**src/rtl/core/p448_ram.sv**
```systemverilog
// Generic single-write, single-read RAM with a registered read port.
// Depends on nothing.
module p448_ram #(
  parameter int Width = 8,
  parameter int Depth = 8
) (
  input  logic                     clk,
  input  logic                     we,
  input  logic [$clog2(Depth)-1:0] waddr,
  input  logic [Width-1:0]         wdata,
  input  logic [$clog2(Depth)-1:0] raddr,
  output logic [Width-1:0]         rdata
);

  logic [Width-1:0] mem [Depth];

  always_ff @(posedge clk) begin
    if (we) begin
      mem[waddr] <= wdata;
    end
    rdata <= mem[raddr];
  end

endmodule

```
**config.mk**
```make
export PLATFORM = sky130hd
export DESIGN_NAME = p448_ram
export DESIGN_NICKNAME = d
export VERILOG_FILES = /design/src/rtl/core/p448_ram.sv
export SDC_FILE = /design/constraint.sdc
export NUM_CORES = 1
export LEC_CHECK = 0
export BUFFER_PORTS_ARGS = -buffer_cell sky130_fd_sc_hd__buf_4
export CORE_ASPECT_RATIO = 0.5
export CORE_MARGIN = 2
export CORE_UTILIZATION = 55
export DETAILED_ROUTE_END_ITERATION = 7
export GPL_ROUTABILITY_DRIVEN = 0
export GPL_TIMING_DRIVEN = 0
export PLACE_DENSITY_LB_ADDON = 0.2
export SLEW_MARGIN = 20
export SYNTH_ARGS = -nofsm -noshare
export SYNTH_HDL_FRONTEND = slang
export SYNTH_SLANG_ARGS = --single-unit
```
**constraint.sdc**
```tcl
create_clock -name clk -period 4.7 [get_ports clk]
set_clock_uncertainty 0.2 [all_clocks]
set_input_delay 0.47 -clock clk [delete_from_list [all_inputs] [get_ports clk]]
set_output_delay 0.47 -clock clk [all_outputs]
set_load 0.05 [all_outputs]
```
### Word-level counts from Yosys, hierarchy flattened

Memory sizes are Yosys's and may differ from the RTL's. A register that Yosys moved wholly into a read port is not among the register bits.
Cells that the tools add are included.

| storage, ports and cells | value |
|---|---|
| memory bits (writable) | 64 |
| output and inout port bits | 8 |
| memories | 1 |
| bits in registers | 0 |
| input bits | 16 |

| operators by class | value |
|---|---|
| muxes and demuxes | 2 |

Memory list:

| name | words | bits a word | rd ports | clocked after Yosys merged registers in | write ports | line | RTL |
|---|---|---|---|---|---|---|---|
| mem | 8 | 8 | 1 | 1 | 1 | 15 | `logic [Width-1:0] mem [Depth];` |

Operators by type and width:

| kind | count |
|---|---|
| $mux W1 | 2 |

### Depth between registers and ports, before layout

| depth | value |
|---|---|
| depth after elaboration | 2 |
| depth in mapped cells | 4 |
| mapped depth without buffers | 2 |

### Least setup slack after synthesis

OpenSTA, ideal clock, no wires.

| path | value |
|---|---|
| path type | in2reg |
| start point | input waddr[2] |
| end point | memory mem[0][0], enable pin |
| arrival time | 1.247 ns |
| path buffers | 0 |
| required time | 4.117 ns |
| library setup time | 0.383 ns |
| stages | 2 |
| slack | 2.869 ns |
| cells stage by stage | nand2b_1 nor3_1 |

RTL lines:

| item | line | RTL |
|---|---|---|
| start, declared | 9 | `input logic [$clog2(Depth)-1:0] waddr,` |
| end, declared | 15 |  |

No word-level cell before the write port.

==> metrics.yaml <==
drive_gt1_share_pct: 32.0
post_cts_buffers: 0
critPathArrivalTime_ns: 1.85
final_cell_count_no_fill: 216
syn-cell-area_um2: 2690
num_vias: 1192
ant_nets: 0
hp-class: "input pin to register"
dp_hpwl_um: 2660
cts-hold-fix-buffers: 0
dpl.cell_count: 200
floorplan.initialDensity_pct: 59.1
fp.dieArea_um2: 5500
slew-limit-headroom_pct: 40.8
cts_sinks: 72
status: "finished, final reports clean"
grt-ovfl-total: 0
drcViolationCount: 0
setup_viol: 0
die_w_um: 103
syn_inst: 114
grt_max_degree: 13
rsz0062_at_grt: "false"
cts_buffers: 9
dieHeight_um: 53.5
worst-setup-path-type: "input pin to register"
cts_tree: "yes"
viasPerCell: 5.52
cts_max_level: 3
maxCapViolCount: 0
ir_drop_uv: 246
synth_top_cell_area_share_pct: 71.4
syn_to_final_growth_pct: 16.0
synth_most_common_cell: "edfxtp_1"
slew_violations: 0
min_path_cells: 1
final_util_pct: 68.6
routedWlPerCell_um: 20.0
r2r_cells: 2
ys_seq_area_share_pct: 77.4
ys.flop_type: "edfxtp_1"
async_reset_ff_share_pct: 0
wl_um: 4320
placement.io_buffers: 20
power.total_mw: 1.29
ios: 24
diodes: 0
grt_pass1_vias: 1105
yosys-top-cells-area: "edfxtp_1 71%, mux4_1 15%, dfxtp_1 6.0%, mux2_2 3.3%, mux4_2 0.84%"
yosysUniqueCellTypes: 14
syn-num-nets: 130
cp_max_fo: 10
grt_usage_pct: 18.5
powerDensity_nw_per_um2: 413
fmax_ghz: 0.551
root_buffer: "clkbuf_8"
ctsResizeCount: 0
fillers: 310
cellLeakagePower_nw: 1.08
min_period_ns: 1.82
hold_viol: 0
drt_iter0_drc: 38
synth_warnings: 0
clock_path_buffers: 2
final_nets: 161
ys_ff_latch: 72
grt_pass1_wl_um: 6290
rows: 17
synth_common_cells: "64 x edfxtp_1, 15 x mux4_1, 8 x dfxtp_1, 8 x mux2_2, 6 x nor2_1"
synth_edf_count: 64
avgSynthCellArea_um2: 23.6
core_um2: 4550
tns_ns: 0
grt_antenna_before_repair: 0
clk_latency_ns: 0.35
firstDrtPassIters: 4
tightest_slew_ns: 0.885
crit_path_end_kind: "register"
setup.worst_path.start_class: "input pin"
yosys.area.top_type: "edfxtp_1"
clkTransAtPathRegs_ns: 0.07
critPathRequiredTime_ns: 4.73
finalCritPeriodShare_pct: 38.6
==> worst paths after layout <==
check                      start  slack [ns]                  end
max                     raddr[2]        2.88     rdata[0]$_DFF_P_
min                     wdata[6]        0.15  mem[1][6]$_DFFE_PP_
max reg2reg  mem[4][1]$_DFFE_PP_        3.22     rdata[1]$_DFF_P_
min reg2reg  mem[0][7]$_DFFE_PP_        0.47     rdata[7]$_DFF_P_
==> critical path, cell delays in order <==
cell and delay (ns):
clkbuf_1 0.39, buf_2 0.36, mux4_2 0.34, mux2_2 0.29
==> through the flow <==
step	cell area, um2	worst slack [ns]	hold WS (ns)
final	3120	2.88	0.149
after global placement	2920	2.24	0.445
after global routing	3120	2.83	0.140
after detailed placement	2930	2.53	0.458
after floorplan	2690	2.87	0.369
after CTS	3120	2.89	0.136
==> state kept, by name, indices dropped and copies added (netlist names) <==
signal / flops
mem: 64
rdata: 8
==> logic make-up after synthesis <==
logic type / after synthesis / share of synthesized area, %
flip-flops: 72 / 77.4
AND/OR/NAND/NOR: 13 / 2.19
buffers and inverters: 5 / 1.63
multiplexers: 24 / 18.8
==> per-layer routing <==
metal | up-vias | track usage [%] | share of wire [%]
met5 | - | 0 | 0
met4 | 0 | 5.26 | 0.74
met3 | 3 | 9.91 | 5.4
met2 | 30 | 24.5 | 45
met1 | 618 | 26.4 | 49
li1 | 541 | - | -
==> layout by cell type, fill, tap and decap left out <==
cell / netlist / routed
buf_1: 1 / 1
edfxtp_1: 64 / 64
mux4_1: 15 / 15
bufinv_16: 0 / 1
dfxtp_1: 8 / 8
nand2_1: 2 / 2
clkinvlp_4: 0 / 1
clkinv_4: 0 / 1
mux4_2: 1 / 1
nor2_1: 6 / 6
clkinv_2: 0 / 2
mux2_2: 8 / 8
buf_4: 0 / 20
clkinv_1: 0 / 1
clkbuf_1: 1 / 2
nand2b_1: 3 / 3
buf_2: 1 / 1
nor3_2: 0 / 2
clkbuf_8: 0 / 9
buf_6: 1 / 1
buf_12: 1 / 1
==> area by class of cell <==
cell class / instances / area, um2 / share of cell area [%]
sequential: 72 / 2080 / 66.7
timing repair buffer: 20 / 150 / 4.81
buffer: 5 / 43.8 / 1.40
multi-input combinational: 37 / 576 / 18.4
tap: 66 / 82.6 / 2.65
clock buffer: 10 / 128 / 4.09
clock inverter: 6 / 60.1 / 1.92
==> power breakdown <==
group          leakage (nW)  internal (mW)  switching, mW  total (mW)
clock network        0.0937          0.242          0.216       0.459
registers             0.649          0.722        0.00515       0.727
logic                 0.337         0.0421         0.0598       0.102
Note: power is estimated with default switching activity, not from simulation.
