[src/rtl/core/p448_pkg.sv]
// Package for the GF(2^448 - 2^224 - 1) multiply core.
// Holds limb widths, the sequencer state and operation codes, and the control struct.
// No dependencies.
package p448_pkg;

  localparam int LimbBits  = 56;
  localparam int InBits    = 59;
  localparam int NumLimbs  = 8;
  localparam int IdxBits   = 3;
  localparam int NumCols   = 15;
  localparam int ColIdxBits = 4;
  localparam int ColBits   = 128;
  localparam int PartBits  = 30;
  localparam int ProdBits  = 2 * PartBits;

  typedef enum logic [3:0] {
    ST_IDLE,
    ST_CLEAR,
    ST_READ,
    ST_MUL,
    ST_ACC,
    ST_FOLD1,
    ST_FOLD2,
    ST_CARRY,
    ST_WRAP,
    ST_EMIT
  } state_t;

  typedef enum logic [2:0] {
    OP_NONE,
    OP_CLEAR,
    OP_MUL,
    OP_ACC,
    OP_FOLD1,
    OP_FOLD2,
    OP_CARRY,
    OP_WRAP
  } op_t;

  typedef struct packed {
    op_t                   op;
    logic [IdxBits-1:0]    a_addr;
    logic [IdxBits-1:0]    b_addr;
    logic [1:0]            part;
    logic [ColIdxBits-1:0] sel;
    logic                  emit;
    logic [IdxBits-1:0]    emit_idx;
  } ctrl_t;

endpackage

[src/rtl/core/p448_ctrl.sv]
// Sequencer of the multiply core: product loop, fold, carry passes and limb output.
// Depends on p448_pkg.
module p448_ctrl
  import p448_pkg::*;
(
  input  logic               clk,
  input  logic               rst,
  input  logic               start,
  input  logic               result_valid,
  input  logic               result_stall,
  output logic               busy,
  output ctrl_t              ctrl
);

  state_t             state, state_next;
  logic [IdxBits-1:0] i, j, k;
  logic [1:0]         q;
  logic               pass;
  logic               out_free;

  assign out_free = !result_valid || !result_stall;

  always_comb begin
    state_next = state;
    unique case (state)
      ST_IDLE:  if (start) state_next = ST_CLEAR;
      ST_CLEAR: state_next = ST_READ;
      ST_READ:  state_next = ST_MUL;
      ST_MUL:   state_next = ST_ACC;
      ST_ACC: begin
        if (q != 2'd3) state_next = ST_MUL;
        else if (i == IdxBits'(NumLimbs - 1) && j == IdxBits'(NumLimbs - 1))
          state_next = ST_FOLD1;
        else state_next = ST_READ;
      end
      ST_FOLD1: state_next = ST_FOLD2;
      ST_FOLD2: state_next = ST_CARRY;
      ST_CARRY: if (k == IdxBits'(NumLimbs - 1)) state_next = ST_WRAP;
      ST_WRAP:  state_next = pass ? ST_EMIT : ST_CARRY;
      ST_EMIT:  if (out_free && k == IdxBits'(NumLimbs - 1)) state_next = ST_IDLE;
      default:  state_next = ST_IDLE;
    endcase
  end

  always_comb begin
    ctrl          = '0;
    ctrl.op       = OP_NONE;
    ctrl.a_addr   = i;
    ctrl.b_addr   = j;
    ctrl.part     = q;
    ctrl.sel      = {1'b0, i} + {1'b0, j};
    ctrl.emit_idx = k;
    unique case (state)
      ST_CLEAR: ctrl.op = OP_CLEAR;
      ST_MUL:   ctrl.op = OP_MUL;
      ST_ACC:   ctrl.op = OP_ACC;
      ST_FOLD1: ctrl.op = OP_FOLD1;
      ST_FOLD2: ctrl.op = OP_FOLD2;
      ST_CARRY: begin
        ctrl.op  = OP_CARRY;
        ctrl.sel = {1'b0, k};
      end
      ST_WRAP:  ctrl.op = OP_WRAP;
      ST_EMIT: begin
        ctrl.sel  = {1'b0, k};
        ctrl.emit = out_free;
      end
      default:  ctrl.op = OP_NONE;
    endcase
  end

  assign busy = (state != ST_IDLE);

  always_ff @(posedge clk) begin
    if (rst) begin
      state <= ST_IDLE;
      i     <= '0;
      j     <= '0;
      k     <= '0;
      q     <= '0;
      pass  <= 1'b0;
    end else begin
      state <= state_next;
      unique case (state)
        ST_CLEAR: begin
          i <= '0;
          j <= '0;
          q <= '0;
        end
        ST_ACC: begin
          q <= q + 2'd1;
          if (q == 2'd3) begin
            j <= j + 1'b1;
            if (j == IdxBits'(NumLimbs - 1)) i <= i + 1'b1;
          end
        end
        ST_FOLD2: begin
          k    <= '0;
          pass <= 1'b0;
        end
        ST_CARRY: k <= k + 1'b1;
        ST_WRAP:  pass <= 1'b1;
        ST_EMIT:  if (out_free) k <= k + 1'b1;
        default:  ;
      endcase
    end
  end

endmodule

[config.mk]
export PLATFORM = sky130hd
export DESIGN_NAME = p448_ctrl
export DESIGN_NICKNAME = d
export VERILOG_FILES = /design/src/rtl/core/p448_pkg.sv /design/src/rtl/core/p448_ctrl.sv
export SDC_FILE = /design/constraint.sdc
export NUM_CORES = 1
export LEC_CHECK = 0
export ABC_AREA = 1
export BUFFER_PORTS_ARGS = -buffer_cell sky130_fd_sc_hd__buf_2
export CORE_MARGIN = 2
export CORE_UTILIZATION = 50
export CTS_BUF_LIST = sky130_fd_sc_hd__clkbuf_8
export CTS_CLUSTER_SIZE = 8
export DETAILED_ROUTE_END_ITERATION = 12
export PLACE_DENSITY = 0.78
export RECOVER_POWER = 25
export SLEW_MARGIN = 20
export SYNTH_ARGS = -nofsm -noshare
export SYNTH_HDL_FRONTEND = slang
export SYNTH_SLANG_ARGS = --single-unit
[constraint.sdc]
create_clock -name clk -period 1.37 [get_ports clk]
set_clock_uncertainty 0.1 [all_clocks]
set_input_delay 0.2055 -clock clk [delete_from_list [all_inputs] [get_ports clk]]
set_output_delay 0.2055 -clock clk [all_outputs]
set_load 0.02 [all_outputs]
==> run_results.csv, run 1 <==
group,metric,value,unit
placement,dpl.hpwl,2.44,mm
status,status,"stopped before the end",
status,firstError,"[ERROR DPL-0038] Utilization greater than 100%, impossible to legalize",
logic_synthesis,synthXorXnorAreaFrac,0.00810,
placement,place_congestion,0.933,
sta,crit_endpoint,"ctrl[5]",
logic_synthesis,synth-compound-area-share,0.116,
grt,grt_max_degree,11,
logic_synthesis,syn-instance-count,164,
die,die_w,50.5,um
logic_synthesis,syn_area,1080,sq um
die,rows,16,
logic_synthesis,synth_fa_ha_area_frac,0.134,
placement,numPortBuffers,24,
die,start_util,0.540,
status,lastStage,"5_1_grt",
logic_synthesis,synth_top_family_by_area,"simple AND/OR/NAND/NOR gates",
clocking,postCtsHoldBufs,0,
logic_synthesis,ys_warn_count,0,
clocking,clk_path_buf_depth,2,
logic_synthesis,ys_seq_area_frac,0.296,
clocking,root_buffer,"clkbuf_8",
die,die_y,50.5,um
clocking,cts_max_level,1,
sta,worst_endpoint_kind,"output port",
die,boundaryPins,25,
logic_synthesis,synth.net_count,180,
logic_synthesis,ys_seq_elements,16,
logic_synthesis,ys_types,20,
clocking,cts_inserted_buffers,3,
logic_synthesis,synthSimpleGateAreaFrac,0.358,
placement,place_inst,244,
logic_synthesis,synth_mux_area_frac,0.0104,
clocking,clock-sinks,16,
logic_synthesis,synth.avg_cell_area,6.59,sq um
[logic make-up after synthesis]
logic type                 Yosys count
buffers and inverters               22
adders and majority gates           11
DFF                                 16
AOI/OAI and AO/OA                   24
and+or+nand+nor                     89
muxes                                1
xor gates and xnor gates             1
[metrics by stage]
step	setup TNS [ns]	hold WS (ns)	setup slack (ns)	cell area, sq um
after detailed placement	-2.04	0.371	-0.253	1540
after CTS	-3.94	0.185	-0.530	1920
after global placement	-1.66	0.364	-0.247	1540
after floorplan	-0.620	0.295	-0.187	1170
[synthesized netlist by cell type]
library cell	count	area share
buf_2	1	0.0046
xnor2_1	1	0.0081
nor2_4	1	0.010
nand3_1	15	0.069
nand3b_1	1	0.0069
nor2_2	1	0.0058
a21oi_1	18	0.083
dfxtp_1	16	0.30
ha_1	10	0.12
or2_2	1	0.0058
mux2_2	1	0.010
o21ai_0	5	0.023
o211a_1	1	0.0093
fa_1	1	0.019
nor2_1	16	0.056
nand2_4	2	0.021
nand2_1	51	0.18
clkbuf_1	1	0.0035
inv_1	20	0.069
or2_1	1	0.0058
[repair_timing]
| action | 4_1_cts |
|---|---|
| pin swaps | 28 |
| setup buffers | 11 |
| endpoints found under the hold margin | 0 |
| endpoints found under the setup margin | 19 |
| gates resized for setup | 77 |
| cloned | 0 |
==> run 2, diff against run 1 <==
--- a/config.mk
+++ b/config.mk
@@ -7,12 +7,10 @@
 export LEC_CHECK = 0
 export ABC_AREA = 1
 export BUFFER_PORTS_ARGS = -buffer_cell sky130_fd_sc_hd__buf_2
-export CORE_MARGIN = 2
-export CORE_UTILIZATION = 50
-export CTS_BUF_LIST = sky130_fd_sc_hd__clkbuf_8
-export CTS_CLUSTER_SIZE = 8
+export CORE_AREA = 2 2 63 65
 export DETAILED_ROUTE_END_ITERATION = 12
-export PLACE_DENSITY = 0.78
+export DIE_AREA = 0 0 65 67
+export PLACE_DENSITY_LB_ADDON = 0.15
 export RECOVER_POWER = 25
 export SLEW_MARGIN = 20
 export SYNTH_ARGS = -nofsm -noshare
==> constraint.sdc (replaced) <==
create_clock -name clk -period 1.8 [get_ports clk]
set_clock_uncertainty 0.1 [all_clocks]
set_input_delay 0.27 -clock clk [delete_from_list [all_inputs] [get_ports clk]]
set_output_delay 0.27 -clock clk [all_outputs]
set_load 0.02 [all_outputs]
==> run 2 against run 1 <==
- the flow now finishes, with violations (negative setup slack)
- synthesized area unchanged
- synthesized cell count did not move
==> run_results.csv, run 2 <==
group,metric,value,unit
status,status,"finished, violations left",
status,violations,"negative setup slack",
die,die_w,65,um
setup_path,critPathMaxFanout,2,
placement,dpl.hpwl,2.27,mm
placement,post-place-ws,0.0529,ns
cells_and_area,final_cell_mix,"nand2_1 (47), a21oi_1 (18), inv_1 (16), buf_4 (16), nand3_1 (15)",
sta,tns,-0.199,ns
power_and_ir_drop,swShare,0.469,
routing,drtIter0Drc,45,
grt,grt_pass1_wl,4.62,mm
sta,rsz0062_at_grt,"yes",
sta,period_minus_slack,1.95,ns
logic_synthesis,ys_seq_area_frac,0.296,
logic_synthesis,async_flop_share,0,
setup_path,worstSetupPathType,"flop to output pin",
cells_and_area,layout_commonest_cell,"nand2_1",
setup_path,cp_num_buf_inv,1,
setup_path,worstPathArrival,1.58,ns
logic_synthesis,ys_seq_elements,16,
placement,place_congestion,0.857,
logic_synthesis,synth.most_common_cell,"nand2_1",
power_and_ir_drop,pwr-share-clk,0.146,
die,rows,22,
logic_synthesis,synth.avg_cell_area,6.59,sq um
routing,wire_per_inst,11.9,um
grt,track_usage,0.138,
setup_path,cp.required,1.43,ns
grt,grt-ovfl-total,0,
logic_synthesis,yosysTopAreaCell,"dfxtp_1",
die,boundaryPins,25,
logic_synthesis,ys_types,20,
setup_path,r2r-end,"i[1]$_SDFFE_PP0P_",
setup_path,crit_family,"adder cells",
cells_and_area,layout.nets,220,
logic_synthesis,synth_common_cells,"nand2_1 (51), inv_1 (20), a21oi_1 (18)",
clocking,clk_pin_slew_worst_paths,0.06,ns
power_and_ir_drop,p_total,0.00186,W
power_and_ir_drop,pwr-share-seq,0.281,
setup_path,ff2ff_path_depth,6,
sta,drv_slew,0,
sta,fin_crit_sh,1.09,
grt,grt_max_degree,12,
clocking,clock-sinks,16,
sta,fin_hold_ws,0.261,ns
sta,relSlewSlack,0.818,
routing,via_per_inst,4.64,
min_path,whs_path_depth,2,
sta,worstMarginPinSlew,0.271,ns
die,die_y,67,um
sta,fmax,0.512,GHz
setup_path,crit_chain,"ha_4, fa_2, mux2_4, buf_6",
logic_synthesis,ys_warn_count,0,
sta,finalWorstSetupSlack,-0.154,ns
logic_synthesis,yosys.area.top_type_share,0.296,
setup_path,max_stage_delay,0.43,ns
routing,vias,1161,
cells_and_area,area_growth_syn_to_layout,36.7,%
die,die_area,4360,sq um
flow_run,cap_violations,0,
clocking,cts_tree,"done",
cells_and_area,n_antenna_cell,0,
clocking,clk_path_buf_depth,2,
die,start_util,0.300,
sta,hold_viol,0,
min_path,hold_class,"input pin to flop",
setup_path,crit_path_start,"j[0]$_SDFFE_PP0P_",
power_and_ir_drop,vdd_drop_max,0.350,mV
setup_path,cp_slowest_cell,"fa_2",
power_and_ir_drop,p_leak,0.764,nW
power_and_ir_drop,internal-power,0.000985,W
setup_path,r2r_start,"j[0]$_SDFFE_PP0P_",
cells_and_area,largest_register,"state",
grt,grt_pass1_vias,1065,
power_and_ir_drop,p_per_area,1260,nW/um^2
logic_synthesis,syn-instance-count,164,
placement,numPortBuffers,24,
routing,drt-total-wl,2.97,mm
power_and_ir_drop,combPwrFrac,0.574,
cells_and_area,drive_gt1_frac,0.312,
logic_synthesis,synth_edf_count,0,
clocking,cts_max_level,1,
cells_and_area,largest_reg_flops,4,
logic_synthesis,syn_area,1080,sq um
sta,setup_violations,3,
grt,antenna_found_initial,0,
routing,postRouteAntennaNets,0,
routing,drt_first_pass_iters,4,
logic_synthesis,synthTopCellsByArea,"dfxtp_1 (30%), nand2_1 (18%), ha_1 (12%), a21oi_1 (8.3%), inv_1 (6.9%)",
min_path,holdPathEnd,"state[1]$_SDFFE_PP0P_",
setup_path,start_kind,"flop",
clocking,clock_latency,0.25,ns
logic_synthesis,synth.net_count,180,
clocking,root_buffer,"clkbuf_8",
logic_synthesis,synth-main-ff-cell,"dfxtp_1",
min_path,worstHoldStart,"rst",
clocking,cts_inserted_buffers,3,
power_and_ir_drop,p_switching,0.000871,W
setup_path,r2r_slack,0.22,ns
routing,drc_errors,0,
cells_and_area,post-route-util,0.410,
die,core-area,3610,sq um
setup_path,worst_setup_path_end_kind,"output pin",
run 2: cell counts after synthesis:
No cell type changed its count.
run 2: power by group through the flow:
stage,Combinational [W],Sequential [W],Clock (W)
4_1_cts,0.000994,0.000497,0.000280
6_report,0.00106,0.000521,0.000270
3_5_place_dp,0.000958,0.000486,0
3_3_place_gp,0.000960,0.000484,0
2_1_floorplan,0.000649,0.000501,0
5_1_grt,0.00118,0.000533,0.000297
run 2: worst max path at each step:
stage / endpoint / slack (ns) / depth (start not counted)
after global placement: ctrl[5] / 0.08 / 4
after floorplan: ctrl[5] / 0.009 / 3
after detailed placement: ctrl[5] / 0.05 / 4
final: ctrl[5] / -0.15 / 4
after CTS: ctrl[5] / -0.16 / 4
after global routing: ctrl[5] / -0.20 / 4
run 2: through the flow:
step                      instance area (sq um)  std cells
after global routing                       1480        250
after detailed placement                   1330        244
final                                      1480        250
after CTS                                  1430        247
after floorplan                            1080        164
after global placement                     1330        244
run 2: cells by family (layout without fill, tap and decap cells):
logic type      Yosys count  after routing  share of synthesized area
flops                    16             16                      0.296
compound gates           24             24                      0.116
simple gates             89             89                      0.358
fa+ha+maj                11             11                      0.134
mux                       1              1                     0.0104
buf+inv                  22             60                     0.0775
xor+xnor                  1              1                    0.00810
run 2: timing repair:
action | CTS | global route
gates resized for setup | 20 | 16
setup buffers | 0 | 3
pin swaps | 2 | 5
hold buffers | 0 | 0
setup endpoints to repair | 5 | 7
run 2: layout make-up:
class,count,area (sq um)
fillers,390,2130
inverters,20,75.1
clock buffers,3,41.3
well taps,48,60.1
repair buffers,37,231
multi-input cells,126,732
flip-flops and latches,16,338
run 2: per-layer routing:
metal  global-route usage  up-vias  routed length [um]
li1                     -      602                   -
met1                0.160      521                1310
met2                0.256       29                1500
met3               0.0236        9                 101
met4               0.0399        0                  60
met5                    0        -                   0
No activity file was read; power rests on OpenSTA's default activity.
==> run 3, diff against run 2 <==
--- a/config.mk
+++ b/config.mk
@@ -6,10 +6,10 @@
 export NUM_CORES = 1
 export LEC_CHECK = 0
 export ABC_AREA = 1
-export BUFFER_PORTS_ARGS = -buffer_cell sky130_fd_sc_hd__buf_2
 export CORE_AREA = 2 2 63 65
 export DETAILED_ROUTE_END_ITERATION = 12
 export DIE_AREA = 0 0 65 67
+export DONT_BUFFER_PORTS = 1
 export PLACE_DENSITY_LB_ADDON = 0.15
 export RECOVER_POWER = 25
 export SLEW_MARGIN = 20
==> run 3 against run 2 <==
- the run still ends with negative setup slack left
- sequential share of layout area rose by 0.98 points
- clock-buffer cell count rose by 1
- non-clock buffer count fell by 20
- setup slack improved by 0.098 ns
- clock power rose by 22%
- utilization fell by 2.1 points
- maximum frequency rose by 5.3%
- register-to-register slack got worse by 0.06 ns
- cell area fell by 5.2%
- die area did not move
- hold slack got worse by 0.10 ns
- sequential power barely moved
- critical path type unchanged
==> run_results.csv, run 3 (synthesized netlist as in run 2, its figures left out) <==
group,metric,value,unit
status,status,"finished, violations left",
status,violations,"negative setup slack",
clocking,cts_max_level,1,
min_path,hold_class,"input pin to flop",
placement,place_inst,224,
setup_path,r2r_slack,0.16,ns
cells_and_area,largest_register,"state",
die,die_y,67,um
placement,dpl.hpwl,2.30,mm
power_and_ir_drop,p_per_area,1300,nW/um^2
clocking,root_buffer,"clkbuf_8",
sta,relSlewSlack,0.698,
setup_path,worst_setup_path_end_kind,"output pin",
setup_path,cp.required,1.43,ns
setup_path,crit_family,"adder cells",
cells_and_area,register_area,334,sq um
min_path,holdPathEnd,"state[3]$_SDFFE_PP0P_",
grt,antenna_found_initial,0,
cells_and_area,fillers,383,
setup_path,max_stage_delay,0.42,ns
setup_path,start_kind,"flop",
cells_and_area,area_growth_syn_to_layout,29.6,%
die,boundaryPins,25,
routing,wire_per_inst,12.9,um
setup_path,r2r-end,"i[2]$_SDFFE_PP0P_",
grt,grt_pass1_vias,1113,
routing,postRouteAntennaNets,0,
cells_and_area,final_cell_mix,"nand2_1 (48), inv_1 (18), a21oi_1 (17), nand3_1 (13), nor2_1 (12)",
clocking,clk_pin_slew_worst_paths,0.07,ns
setup_path,worstSetupPathType,"flop to output pin",
cells_and_area,final_cells,231,
setup_path,r2r_start,"j[0]$_SDFFE_PP0P_",
cells_and_area,drive_gt1_frac,0.246,
sta,worstMarginPinSlew,0.451,ns
power_and_ir_drop,p_total,0.00183,W
grt,grt-ovfl-total,0,
sta,tns,-0.0818,ns
cells_and_area,n_antenna_cell,0,
sta,drv_slew,0,
cells_and_area,multi_input_area,756,sq um
clocking,clk_path_buf_depth,2,
sta,fin_hold_ws,0.156,ns
placement,place_congestion,0.845,
sta,hold_viol,0,
grt,grt_max_degree,11,
setup_path,ff2ff_path_depth,6,
sta,finalWorstSetupSlack,-0.0564,ns
placement,post-place-ws,0.0754,ns
setup_path,critPathMaxFanout,2,
routing,drt-total-wl,2.99,mm
sta,fmax,0.539,GHz
setup_path,crit_chain,"ha_4, fa_2, mux2_4",
sta,setup_violations,3,
die,die_w,65,um
setup_path,worstPathArrival,1.49,ns
clocking,clock_latency,0.25,ns
cells_and_area,largest_reg_flops,4,
power_and_ir_drop,p_leak,0.689,nW
die,start_util,0.300,
clocking,cts_inserted_buffers,3,
sta,fin_crit_sh,1.03,
routing,via_per_inst,4.87,
die,rows,22,
routing,drt_first_pass_iters,6,
clocking,cts_tree,"done",
routing,drtIter0Drc,40,
cells_and_area,layout.nets,200,
placement,numPortBuffers,0,
clocking,clock-sinks,16,
power_and_ir_drop,vdd_drop_max,0.485,mV
die,die_area,4360,sq um
grt,track_usage,0.144,
sta,rsz0062_at_grt,"yes",
min_path,whs_path_depth,3,
cells_and_area,layout_commonest_cell,"nand2_1",
sta,period_minus_slack,1.86,ns
routing,vias,1124,
setup_path,cp_slowest_cell,"fa_2",
flow_run,cap_violations,0,
grt,grt_pass1_wl,4.76,mm
die,core-area,3610,sq um
routing,drc_errors,0,
setup_path,cp_num_buf_inv,0,
min_path,worstHoldStart,"rst",
[run 3: cell types whose count changed in the layout (fill, tap and decap cells not counted), sizes merged]
cell         delta
dlygate4sd3     +1
buf            -20
[run 3: how the worst max path moves through the flow]
stage                                 start  endpoint  slack (ns)  depth (start not counted)
after floorplan           j[0]$_SDFFE_PP0P_   ctrl[5]       0.009                          3
after global placement    j[0]$_SDFFE_PP0P_   ctrl[6]        0.13                          4
after detailed placement  j[0]$_SDFFE_PP0P_   ctrl[6]        0.08                          4
after CTS                 i[0]$_SDFFE_PP0P_   ctrl[5]       -0.07                          3
after global routing      j[0]$_SDFFE_PP0P_   ctrl[5]       -0.10                          3
final                     j[0]$_SDFFE_PP0P_   ctrl[5]       -0.06                          3
[run 3: layout make-up]
| class | count | share of cell area |
|---|---|---|
| repair buffers | 17 | 0.0848 |
| multi-input cells | 126 | 0.539 |
| well taps | 48 | 0.0429 |
| inverters | 20 | 0.0554 |
| clock buffers | 4 | 0.0393 |
| flip-flops and latches | 16 | 0.238 |
[run 3: power breakdown]
group | internal, W | switching, W
sequential | 0.000433 | 0.0000905
combinational | 0.000317 | 0.000658
clock | 0.000194 | 0.000135
[run 3: worst reg2reg max path, cell delays in order (launching register included)]
cell and delay (ns):
dfxtp_2 0.34, buf_4 0.17, ha_1 0.21, ha_1 0.20, or2_1 0.30, a21oi_1 0.16, nor2_1 0.07
[run 3: routing by layer]
metal | wire, um | GRT usage | up-vias | part of all wire
li1 | - | - | 566 | -
met1 | 1250 | 0.151 | 508 | 0.42
met2 | 1430 | 0.249 | 40 | 0.48
met3 | 213 | 0.0456 | 10 | 0.071
met4 | 92 | 0.0931 | 0 | 0.031
met5 | 0 | 0 | - | 0
[run 3: stage by stage]
step,area (sq um),utilization
after floorplan,1080,-
after global placement,1240,0.344
after detailed placement,1240,0.344
after CTS,1380,0.382
after global routing,1400,0.389
final,1400,0.389
[run 3: repair_timing]
| item | in CTS | in global routing |
|---|---|---|
| gates cloned | 0 | 0 |
| endpoints found under the setup margin | 4 | 6 |
| pin swaps | 5 | 2 |
| resized for setup | 19 | 12 |
| endpoints found under the hold margin | 10 | 0 |
| hold buffers | 1 | 0 |
| setup buffers | 2 | 0 |
